==> src/hw/rtl/kmp_pkg.sv <==
// shared types and constants for the kmp stream pattern finder
// no dependencies; used by kmp_ctrl, kmp_datapath and the top level
`default_nettype none

package kmp_pkg;

	localparam int MAX_PATTERN_DEF = 64;
	localparam int COUNT_BITS_DEF  = 32;
	localparam int DATA_W          = 8;
	localparam int OFFSET_W        = 32;

	typedef enum logic [1:0] {
		ST_FOUND     = 2'd0,
		ST_NOT_FOUND = 2'd1,
		ST_OVERFLOW  = 2'd2
	} status_t;

	// controller to datapath
	typedef struct packed {
		logic accept;
		logic load_pre;
		logic walk_step;
		logic finish;
		logic emit;
	} dp_cmd_t;

	// datapath to controller
	typedef struct packed {
		logic direct;
		logic need_pre;
		logic walk_stop;
		logic res_now;
	} dp_stat_t;

endpackage

`default_nettype wire

==> src/hw/rtl/kmp_ctrl.sv <==
// controller state machine for the kmp stream pattern finder
// depends on kmp_pkg (command and status structs)
`default_nettype none

module kmp_ctrl (
	input  logic              clk,
	input  logic              arst_n,
	input  logic              in_valid,
	output logic              in_stall,
	output logic              out_valid,
	input  logic              out_stall,
	input  kmp_pkg::dp_stat_t stat,
	output kmp_pkg::dp_cmd_t  cmd
);

	typedef enum logic [1:0] {
		S_IDLE,
		S_PRE,
		S_WALK,
		S_EMIT
	} state_t;

	state_t state_q;
	logic   out_valid_q;

	always_comb begin
		cmd.accept    = (state_q == S_IDLE) && in_valid;
		cmd.load_pre  = (state_q == S_PRE);
		cmd.walk_step = (state_q == S_WALK) && !stat.walk_stop;
		cmd.finish    = (state_q == S_WALK) && stat.walk_stop;
		cmd.emit      = (state_q == S_EMIT) && (!out_valid_q || !out_stall);
	end

	assign in_stall  = (state_q != S_IDLE);
	assign out_valid = out_valid_q;

	always_ff @(posedge clk or negedge arst_n) begin
		if (!arst_n) begin
			state_q     <= S_IDLE;
			out_valid_q <= 1'b0;
		end else begin
			if (cmd.emit)
				out_valid_q <= 1'b1;
			else if (!out_stall)
				out_valid_q <= 1'b0;
			unique case (state_q)
				S_IDLE: begin
					if (cmd.accept) begin
						if (stat.direct)
							state_q <= stat.res_now ? S_EMIT : S_IDLE;
						else
							state_q <= stat.need_pre ? S_PRE : S_WALK;
					end
				end
				S_PRE: begin
					state_q <= S_WALK;
				end
				S_WALK: begin
					if (stat.walk_stop)
						state_q <= stat.res_now ? S_EMIT : S_IDLE;
				end
				S_EMIT: begin
					if (cmd.emit)
						state_q <= S_IDLE;
				end
				default: state_q <= S_IDLE;
			endcase
		end
	end

	a_one_cmd: assert property (@(posedge clk) disable iff (!arst_n)
		$onehot0({cmd.accept, cmd.load_pre, cmd.walk_step, cmd.finish, cmd.emit}))
		else $error("more than one datapath command at once");

	a_emit_valid: assert property (@(posedge clk) disable iff (!arst_n)
		cmd.emit |=> out_valid_q)
		else $error("result loaded but output not valid");

	a_pre_walk: assert property (@(posedge clk) disable iff (!arst_n)
		(state_q == S_PRE) |=> (state_q == S_WALK))
		else $error("prefix read not followed by chain walk");

endmodule

`default_nettype wire

==> src/hw/rtl/kmp_datapath.sv <==
// datapath: pattern and prefix memories, match state, text counter, result registers
// depends on kmp_pkg; driven by kmp_ctrl through dp_cmd_t
`default_nettype none

module kmp_datapath #(
	parameter int MAX_PATTERN = kmp_pkg::MAX_PATTERN_DEF,
	parameter int COUNT_BITS  = kmp_pkg::COUNT_BITS_DEF
) (
	input  logic                          clk,
	input  logic                          arst_n,
	input  kmp_pkg::dp_cmd_t              cmd,
	output kmp_pkg::dp_stat_t             stat,
	input  logic                          func,
	input  logic [kmp_pkg::DATA_W-1:0]    data,
	input  logic                          first,
	input  logic                          last,
	output logic [1:0]                    status,
	output logic [kmp_pkg::OFFSET_W-1:0]  offset
);

	localparam int IDX_W = (MAX_PATTERN > 1) ? $clog2(MAX_PATTERN) : 1;
	localparam int LEN_W = $clog2(MAX_PATTERN + 1);
	localparam int EXT_W = (COUNT_BITS > kmp_pkg::OFFSET_W) ? COUNT_BITS : kmp_pkg::OFFSET_W;
	localparam logic [LEN_W-1:0]      LEN_MAX = LEN_W'(MAX_PATTERN);
	localparam logic [COUNT_BITS-1:0] CNT_MAX = '1;

	// memories
	logic [kmp_pkg::DATA_W-1:0] pat_mem [MAX_PATTERN];
	logic [LEN_W-1:0]           pre_mem [MAX_PATTERN];
	logic [kmp_pkg::DATA_W-1:0] pat_rd;
	logic [LEN_W-1:0]           pre_rd;
	logic [IDX_W-1:0]           pat_addr, pre_addr, wr_addr;
	logic [kmp_pkg::DATA_W-1:0] wr_pat;
	logic [LEN_W-1:0]           wr_pre;
	logic                       mem_we;

	// architectural state
	logic [LEN_W-1:0]      len_q, m_q;
	logic                  ovf_q, done_q;
	logic [COUNT_BITS-1:0] cnt_q;

	// per-transaction registers
	logic [kmp_pkg::DATA_W-1:0]  byte_q;
	logic                        last_q, is_pat_q;
	logic [LEN_W-1:0]            k_q;
	kmp_pkg::status_t            res_status_q, out_status_q;
	logic [kmp_pkg::OFFSET_W-1:0] res_offset_q, out_offset_q;

	logic                  pat_in, first_pat;
	logic [LEN_W-1:0]      len_e, m_e, start_k, k_d, k_m1, len_m1, k_step, k_inc, k_new;
	logic                  done_e, live_e, pat_eq, walk_stop, hit_a, hit_f;
	logic [COUNT_BITS-1:0] cnt_e;
	logic [EXT_W-1:0]      cnt_x, back_x, moff_x, cnt_nx_x;
	logic                  t_hit, t_done_b, t_last, t_res, t_done_nx;
	logic [COUNT_BITS-1:0] t_cnt, cnt_nx;
	logic [kmp_pkg::OFFSET_W-1:0] t_off;
	kmp_pkg::status_t      t_status;

	always_comb begin
		pat_in    = !func;
		first_pat = pat_in && first;
		len_e     = first_pat ? '0 : len_q;
		m_e       = first ? '0 : m_q;
		cnt_e     = first ? '0 : cnt_q;
		done_e    = first ? 1'b0 : done_q;
		live_e    = !done_e && !ovf_q;
		start_k   = (m_e >= len_q) ? '0 : m_e;

		// one link of the failure chain per cycle
		pat_eq    = (pat_rd == byte_q);
		walk_stop = (k_q == '0) || pat_eq;
		k_step    = (pre_rd < k_q) ? pre_rd : '0;
		k_inc     = pat_eq ? k_q + LEN_W'(1) : k_q;
		k_new     = (k_inc > len_q) ? '0 : k_inc;

		k_d = k_q;
		if (cmd.accept && !pat_in)
			k_d = start_k;
		else if (cmd.load_pre)
			k_d = pre_rd;
		else if (cmd.walk_step)
			k_d = k_step;

		k_m1     = k_d - LEN_W'(1);
		len_m1   = len_q - LEN_W'(1);
		pat_addr = k_d[IDX_W-1:0];
		pre_addr = (cmd.accept && pat_in) ? len_m1[IDX_W-1:0] : k_m1[IDX_W-1:0];

		// match start offset, clamped at zero when the count is below the pattern length minus one
		cnt_x  = EXT_W'(cnt_q);
		back_x = EXT_W'(len_q) - EXT_W'(1);
		moff_x = (cnt_x >= back_x) ? cnt_x - back_x : '0;

		hit_a = live_e && (len_q == '0);
		hit_f = (k_inc >= len_q);

		if (cmd.accept) begin
			t_hit    = hit_a;
			t_off    = '0;
			t_cnt    = cnt_e;
			t_done_b = done_e || hit_a;
			t_last   = last;
		end else begin
			t_hit    = hit_f;
			t_off    = moff_x[kmp_pkg::OFFSET_W-1:0];
			t_cnt    = cnt_q;
			t_done_b = hit_f;
			t_last   = last_q;
		end
		cnt_nx    = (t_cnt == CNT_MAX) ? t_cnt : t_cnt + COUNT_BITS'(1);
		cnt_nx_x  = EXT_W'(cnt_nx);
		t_res     = t_hit || (t_last && !t_done_b);
		t_done_nx = t_done_b || t_last;
		if (t_hit)
			t_status = kmp_pkg::ST_FOUND;
		else if (ovf_q)
			t_status = kmp_pkg::ST_OVERFLOW;
		else
			t_status = kmp_pkg::ST_NOT_FOUND;

		stat.direct    = pat_in ? ((len_e >= LEN_MAX) || (len_e == '0))
		                        : !(live_e && (len_q != '0));
		stat.need_pre  = pat_in;
		stat.walk_stop = walk_stop;
		stat.res_now   = cmd.accept ? (!pat_in && stat.direct && t_res) : (!is_pat_q && t_res);

		mem_we  = (cmd.accept && pat_in && (len_e == '0)) || (cmd.finish && is_pat_q);
		wr_addr = cmd.accept ? '0 : len_q[IDX_W-1:0];
		wr_pat  = cmd.accept ? data : byte_q;
		wr_pre  = cmd.accept ? '0 : k_new;
	end

	always_ff @(posedge clk) begin
		if (mem_we) begin
			pat_mem[wr_addr] <= wr_pat;
			pre_mem[wr_addr] <= wr_pre;
		end
		pat_rd <= pat_mem[pat_addr];
		pre_rd <= pre_mem[pre_addr];
	end

	always_ff @(posedge clk or negedge arst_n) begin
		if (!arst_n) begin
			len_q  <= '0;
			ovf_q  <= 1'b0;
			m_q    <= '0;
			cnt_q  <= '0;
			done_q <= 1'b0;
		end else if (cmd.accept) begin
			if (pat_in) begin
				// a new pattern always lands in entry 0, which sets the length to one
				if (first) begin
					ovf_q  <= 1'b0;
					m_q    <= '0;
					cnt_q  <= '0;
					done_q <= 1'b0;
				end
				if (len_e >= LEN_MAX)
					ovf_q <= 1'b1;
				else if (len_e == '0)
					len_q <= LEN_W'(1);
			end else begin
				m_q <= m_e;
				if (stat.direct) begin
					cnt_q  <= cnt_nx;
					done_q <= t_done_nx;
				end else begin
					cnt_q  <= cnt_e;
					done_q <= done_e;
				end
			end
		end else if (cmd.finish) begin
			if (is_pat_q) begin
				len_q <= len_q + LEN_W'(1);
			end else begin
				m_q    <= hit_f ? '0 : k_inc;
				cnt_q  <= cnt_nx;
				done_q <= t_done_nx;
			end
		end
	end

	always_ff @(posedge clk) begin
		k_q <= k_d;
		if (cmd.accept) begin
			byte_q   <= data;
			last_q   <= last;
			is_pat_q <= pat_in;
		end
		if ((cmd.accept || cmd.finish) && stat.res_now) begin
			res_status_q <= t_status;
			res_offset_q <= t_hit ? t_off : cnt_nx_x[kmp_pkg::OFFSET_W-1:0];
		end
		if (cmd.emit) begin
			out_status_q <= res_status_q;
			out_offset_q <= res_offset_q;
		end
	end

	assign status = out_status_q;
	assign offset = out_offset_q;

	a_len_bound: assert property (@(posedge clk) disable iff (!arst_n)
		len_q <= LEN_MAX)
		else $error("pattern length beyond store depth");

	a_walk_shrinks: assert property (@(posedge clk) disable iff (!arst_n)
		cmd.walk_step |=> (k_q < $past(k_q)))
		else $error("failure chain link did not shorten the match");

	a_match_below_len: assert property (@(posedge clk) disable iff (!arst_n)
		(m_q < len_q) || (m_q == '0))
		else $error("matched length not below pattern length");

endmodule

`default_nettype wire

==> src/hw/rtl/kmp_stream_pattern_finder_unit.sv <==
// Knuth-Morris-Pratt byte search. Pattern bytes (func=0) build the pattern and its failure
// table one entry per byte; text bytes (func=1) advance the match and walk the failure chain
// on a mismatch. One result per text: status found with the match start offset, or not found
// / pattern overflow with the text length, given on the byte with last=1 if no match came
// first. A text byte is accepted and then walks the failure chain (it is done on acceptance
// once the text has its result, or when the pattern is empty or overflowed); a pattern byte
// also reads its prefix entry before its walk (the first pattern byte and dropped overflow
// bytes are done on acceptance). The walk is bound by the registered read of the pattern and
// prefix memories, one link per cycle. A transaction that yields a result passes through an
// emit state to load the output register; the input stays stalled while it is still full.
// depends on kmp_pkg, kmp_ctrl, kmp_datapath
`default_nettype none

module kmp_stream_pattern_finder_unit #(
	parameter int MAX_PATTERN = kmp_pkg::MAX_PATTERN_DEF,
	parameter int COUNT_BITS  = kmp_pkg::COUNT_BITS_DEF
) (
	input  logic                          clk,
	input  logic                          arst_n,
	input  logic                          in_valid,
	output logic                          in_stall,
	input  logic                          func,
	input  logic [kmp_pkg::DATA_W-1:0]    data,
	input  logic                          first,
	input  logic                          last,
	output logic                          out_valid,
	input  logic                          out_stall,
	output logic [1:0]                    status,
	output logic [kmp_pkg::OFFSET_W-1:0]  offset
);

	kmp_pkg::dp_cmd_t  cmd;
	kmp_pkg::dp_stat_t stat;

	kmp_ctrl u_ctrl (
		.clk       (clk),
		.arst_n    (arst_n),
		.in_valid  (in_valid),
		.in_stall  (in_stall),
		.out_valid (out_valid),
		.out_stall (out_stall),
		.stat      (stat),
		.cmd       (cmd)
	);

	kmp_datapath #(
		.MAX_PATTERN (MAX_PATTERN),
		.COUNT_BITS  (COUNT_BITS)
	) u_datapath (
		.clk    (clk),
		.arst_n (arst_n),
		.cmd    (cmd),
		.stat   (stat),
		.func   (func),
		.data   (data),
		.first  (first),
		.last   (last),
		.status (status),
		.offset (offset)
	);

endmodule

`default_nettype wire
==> config.mk <==
export PLATFORM = sky130hd
export DESIGN_NAME = kmp_stream_pattern_finder_unit
export DESIGN_NICKNAME = d
export VERILOG_FILES = /design/src/hw/rtl/kmp_pkg.sv /design/src/hw/rtl/kmp_ctrl.sv /design/src/hw/rtl/kmp_datapath.sv /design/src/hw/rtl/kmp_stream_pattern_finder_unit.sv
export SDC_FILE = /design/constraint.sdc
export NUM_CORES = 1
export LEC_CHECK = 0
export BUFFER_PORTS_ARGS = -buffer_cell sky130_fd_sc_hd__buf_2
export CAP_MARGIN = 0
export CELL_PAD_IN_SITES_DETAIL_PLACEMENT = 1
export CELL_PAD_IN_SITES_GLOBAL_PLACEMENT = 2
export CORE_MARGIN = 5
export CORE_UTILIZATION = 47
export CTS_CLUSTER_DIAMETER = 40
export DETAILED_ROUTE_END_ITERATION = 10
export GPL_ROUTABILITY_DRIVEN = 0
export GPL_TIMING_DRIVEN = 0
export PLACE_DENSITY = 0.91
export SKIP_LAST_GASP = 1
export SLEW_MARGIN = 20
export SYNTH_ARGS = -nofsm -noshare
export SYNTH_HDL_FRONTEND = slang
export SYNTH_HIERARCHICAL = 1
export SYNTH_SLANG_ARGS = --single-unit
==> constraint.sdc <==
create_clock -name clk -period 5.7 [get_ports clk]
set_clock_uncertainty 0.15 [all_clocks]
set_input_delay 0.855 -clock clk [delete_from_list [all_inputs] [get_ports clk]]
set_output_delay 0.855 -clock clk [all_outputs]
set_load 0.1 [all_outputs]
==> results_dict.tcl <==
set metrics [dict create \
    status "complete, but fails checks" \
    violations "negative setup slack" \
    critPathMostFrequentCell "clkbuf_1" \
    r2r_setup_slack_ns -0.13 \
    setup_slack_ns -0.1255 \
    die_h_microns 325.1 \
    num_rows 115 \
    synth_area_sq_um 46650 \
    postRouteAntennaNets 0 \
    track_usage_pct 28.29 \
    worst_pin_slew_ns 1.215 \
    synth-simple-area-share_pct 9.759 \
    drc 0 \
    cts_max_level 4 \
    drv_slew 0 \
    period_share_pct 102.2 \
    synth_top_family_by_area "simple AND/OR/NAND/NOR gates" \
    synth_mux_area_share_pct 7.107 \
    tritoncts "yes" \
    worstSetupPathType "reg2reg" \
    preCtsSetupSlack_ns -2.966 \
    crit_path_top_delay_cell "a2111oi_1" \
    drt_iter0_drc 4144 \
    wire_per_inst_microns 31.61 \
    grt_overflow 0 \
    cp.arrival_ns 6.35 \
    fin_crit_ns 5.825 \
    rsz0062_at_grt "yes" \
    num_vias 31320 \
    cp_cell_sequence "clkbuf_2, clkinv_2, ha_1, and4_1, o21ai_1, o211a_1, a22oi_1, a21boi_2, clkbuf_1, clkbuf_1, a31oi_1, a2111oi_1, and3_1" \
    path_buf_inv 4 \
    drt_wl_total_microns 152500 \
    cpPeakStageDelay_ns 0.98 \
    synth-xor-area-share_pct 1.727 \
    clkLatencyLatePin_ns 0.76 \
    rr_endpoint "u_datapath/pat_rd[0]" \
    port_buffers 49 \
    synthFlopType "edfxtp_1" \
    drtPass1Iterations 6 \
    cp_max_fo 10 \
    synth_compound_area_share_pct 7.423 \
    grt_pass1_vias 32790 \
    place_hpwl_microns 101600 \
    ios 51 \
    synth_cell_types 72 \
    ys_ff_latch 1111 \
    reg2regPathDepth 13 \
    die_w_microns 325.1 \
    drive_gt1_share_pct 20.36 \
    grt_max_degree 66 \
    r2r-start "u_datapath/len_q[4]" \
    coreArea_sq_um 98420 \
    critPathCaptureType "flip-flop" \
    setup_violations 4 \
    maxSlewHeadroom_pct 18.40 \
    syn_nets 3228 \
    nNetsFinal 3499 \
    start_util_pct 47.40 \
    hold_ws_ns 0.03104 \
    syn_area_per_cell_sq_um 14.82 \
    area_delta_synth_final_pct 18.27 \
    ys_seq_area_share_pct 70.32 \
    synth_edf_count 1030 \
    required_ns 6.22 \
    cts_sinks 1111 \
    die_area_sq_um 105700 \
    synthCells 3148 \
    final_hold_viol_count 0 \
    grt_pass1_wl_microns 222200 \
    setup-tns-final_ns -0.3580 \
    max_freq_mhz 171.7 \
    synthAdderAreaFrac_pct 1.759 \
    vias_per_cell 6.492 \
    worst_path_dominant_cell_family "compound AO/OA/AOI/OAI gates" \
    hold_class "in2async" \
    clock-root-buffer "clkbuf_16" \
    startpoint_type "flip-flop" \
    cts_made_buffers 141 \
    clk_path_buf_depth 3 \
    async_reset_ff_share_pct 4.590 \
    yosys_warnings 6 \
    antenna_found_initial 5 \
    maxCapViolCount 0 \
    cts.clk_slew.worst_paths_ns 0.06 \
]
-- cell type report --
class                   count  area (sq um)
multi-input cells        1825         13520
clock buffers             168          3707
repair buffers            133          1438
inverters                  49         188.9
plain buffers             158         784.5
clock inverters            93          1117
fillers                  9280         43240
well taps                1287          1610
diodes                      1         2.502
flip-flops and latches   1111         32810
-- cell usage after synthesis (41+ instances only) --
cell | n | share of area, %
o21ai_0 | 55 | 0.59
a211oi_1 | 92 | 1.5
edfxtp_1 | 1030 | 66
a22oi_1 | 47 | 0.76
nand2_1 | 446 | 3.6
a31oi_1 | 68 | 0.91
nand3_1 | 99 | 1.1
nand3b_1 | 41 | 0.66
xnor2_1 | 56 | 1.1
and2_1 | 51 | 0.68
dfrtp_1 | 51 | 2.7
clkbuf_1 | 110 | 0.89
a21oi_1 | 43 | 0.46
mux4_2 | 112 | 5.4
inv_1 | 45 | 0.36
mux2_2 | 66 | 1.6
ha_1 | 64 | 1.7
nor2_1 | 193 | 1.6
a311oi_1 | 56 | 1.1
-- registers in the layout (all words and copies together) (netlist names), 8 cells and up --
signal,flops
u_datapath/byte_q,8
u_datapath/res_offset_q,32
u_datapath/pre_mem,448
u_datapath/pat_rd,8
u_datapath/offset,32
u_datapath/cnt_q,32
u_datapath/pat_mem,512
-- cell usage in the layout (no fill, tap or decap), types with 57 or more instances in the layout --
master and count:
nand2_1 446, a31oi_1 68, nor2_2 59, a211oi_1 91, clkbuf_1 107, nand3_1 99
mux2_2 57, mux4_2 112, nor2_1 121, clkbuf_16 144, buf_2 80, ha_1 63
edfxtp_1 1030
-- layer usage --
| metal | up-vias | wire, microns | GRT usage (%) |
|---|---|---|---|
| met3 | 478 | 14760 | 6.654 |
| met2 | 2027 | 73690 | 46.42 |
| met1 | 16080 | 55350 | 35.40 |
| met4 | 4 | 8672 | 14.28 |
| met5 | - | 27 | 0 |
| li1 | 12740 | - | - |
-- how the worst max path moves through the flow --
| stage | slack, ns | from | cells past startpoint | end |
|---|---|---|---|---|
| 6_report | -0.13 | u_datapath/len_q[4] | 13 | u_datapath/pat_rd[0] |
| 5_1_grt | -0.04 | u_datapath/len_q[4] | 13 | u_datapath/pat_rd[7] |
| 4_1_cts | 0.0006 | u_datapath/len_q[4] | 13 | u_datapath/pat_rd[5] |
| 3_5_place_dp | -2.97 | first | 21 | u_datapath/pre_rd[6] |
| 3_3_place_gp | -2.85 | first | 21 | u_datapath/pre_rd[6] |
| 2_1_floorplan | 0.39 | first | 20 | u_datapath/pre_rd[5] |
-- metrics by stage --
stage | std cells | cell area, sq um | utilization (%)
floorplan | 3148 | 46650 | -
global placement | 4484 | 48510 | 49.29
detailed placement | 4558 | 49910 | 50.71
CTS | 4821 | 55070 | 55.96
global route | 4824 | 55170 | 56.06
finish | 4825 | 55180 | 56.06
-- kinds of logic after synthesis --
logic type	Yosys count
adder cells (fa/ha/maj)	65
AND/OR/NAND/NOR	994
multiplexers	183
XOR/XNOR	92
buffers and inverters	212
flip-flops	1111
AO/OA/AOI/OAI	491
-- what timing repair did --
item                                    CTS  global route
buffers inserted                          6             4
hold buffers                              0             0
resized for setup                        82            24
endpoints found under the setup margin   49            65
gates cloned                              0             0
pin swaps                                 6             2
Power is not shown: default switching activity piles up to over one toggle a cycle in this logic, so the estimate is an artifact.
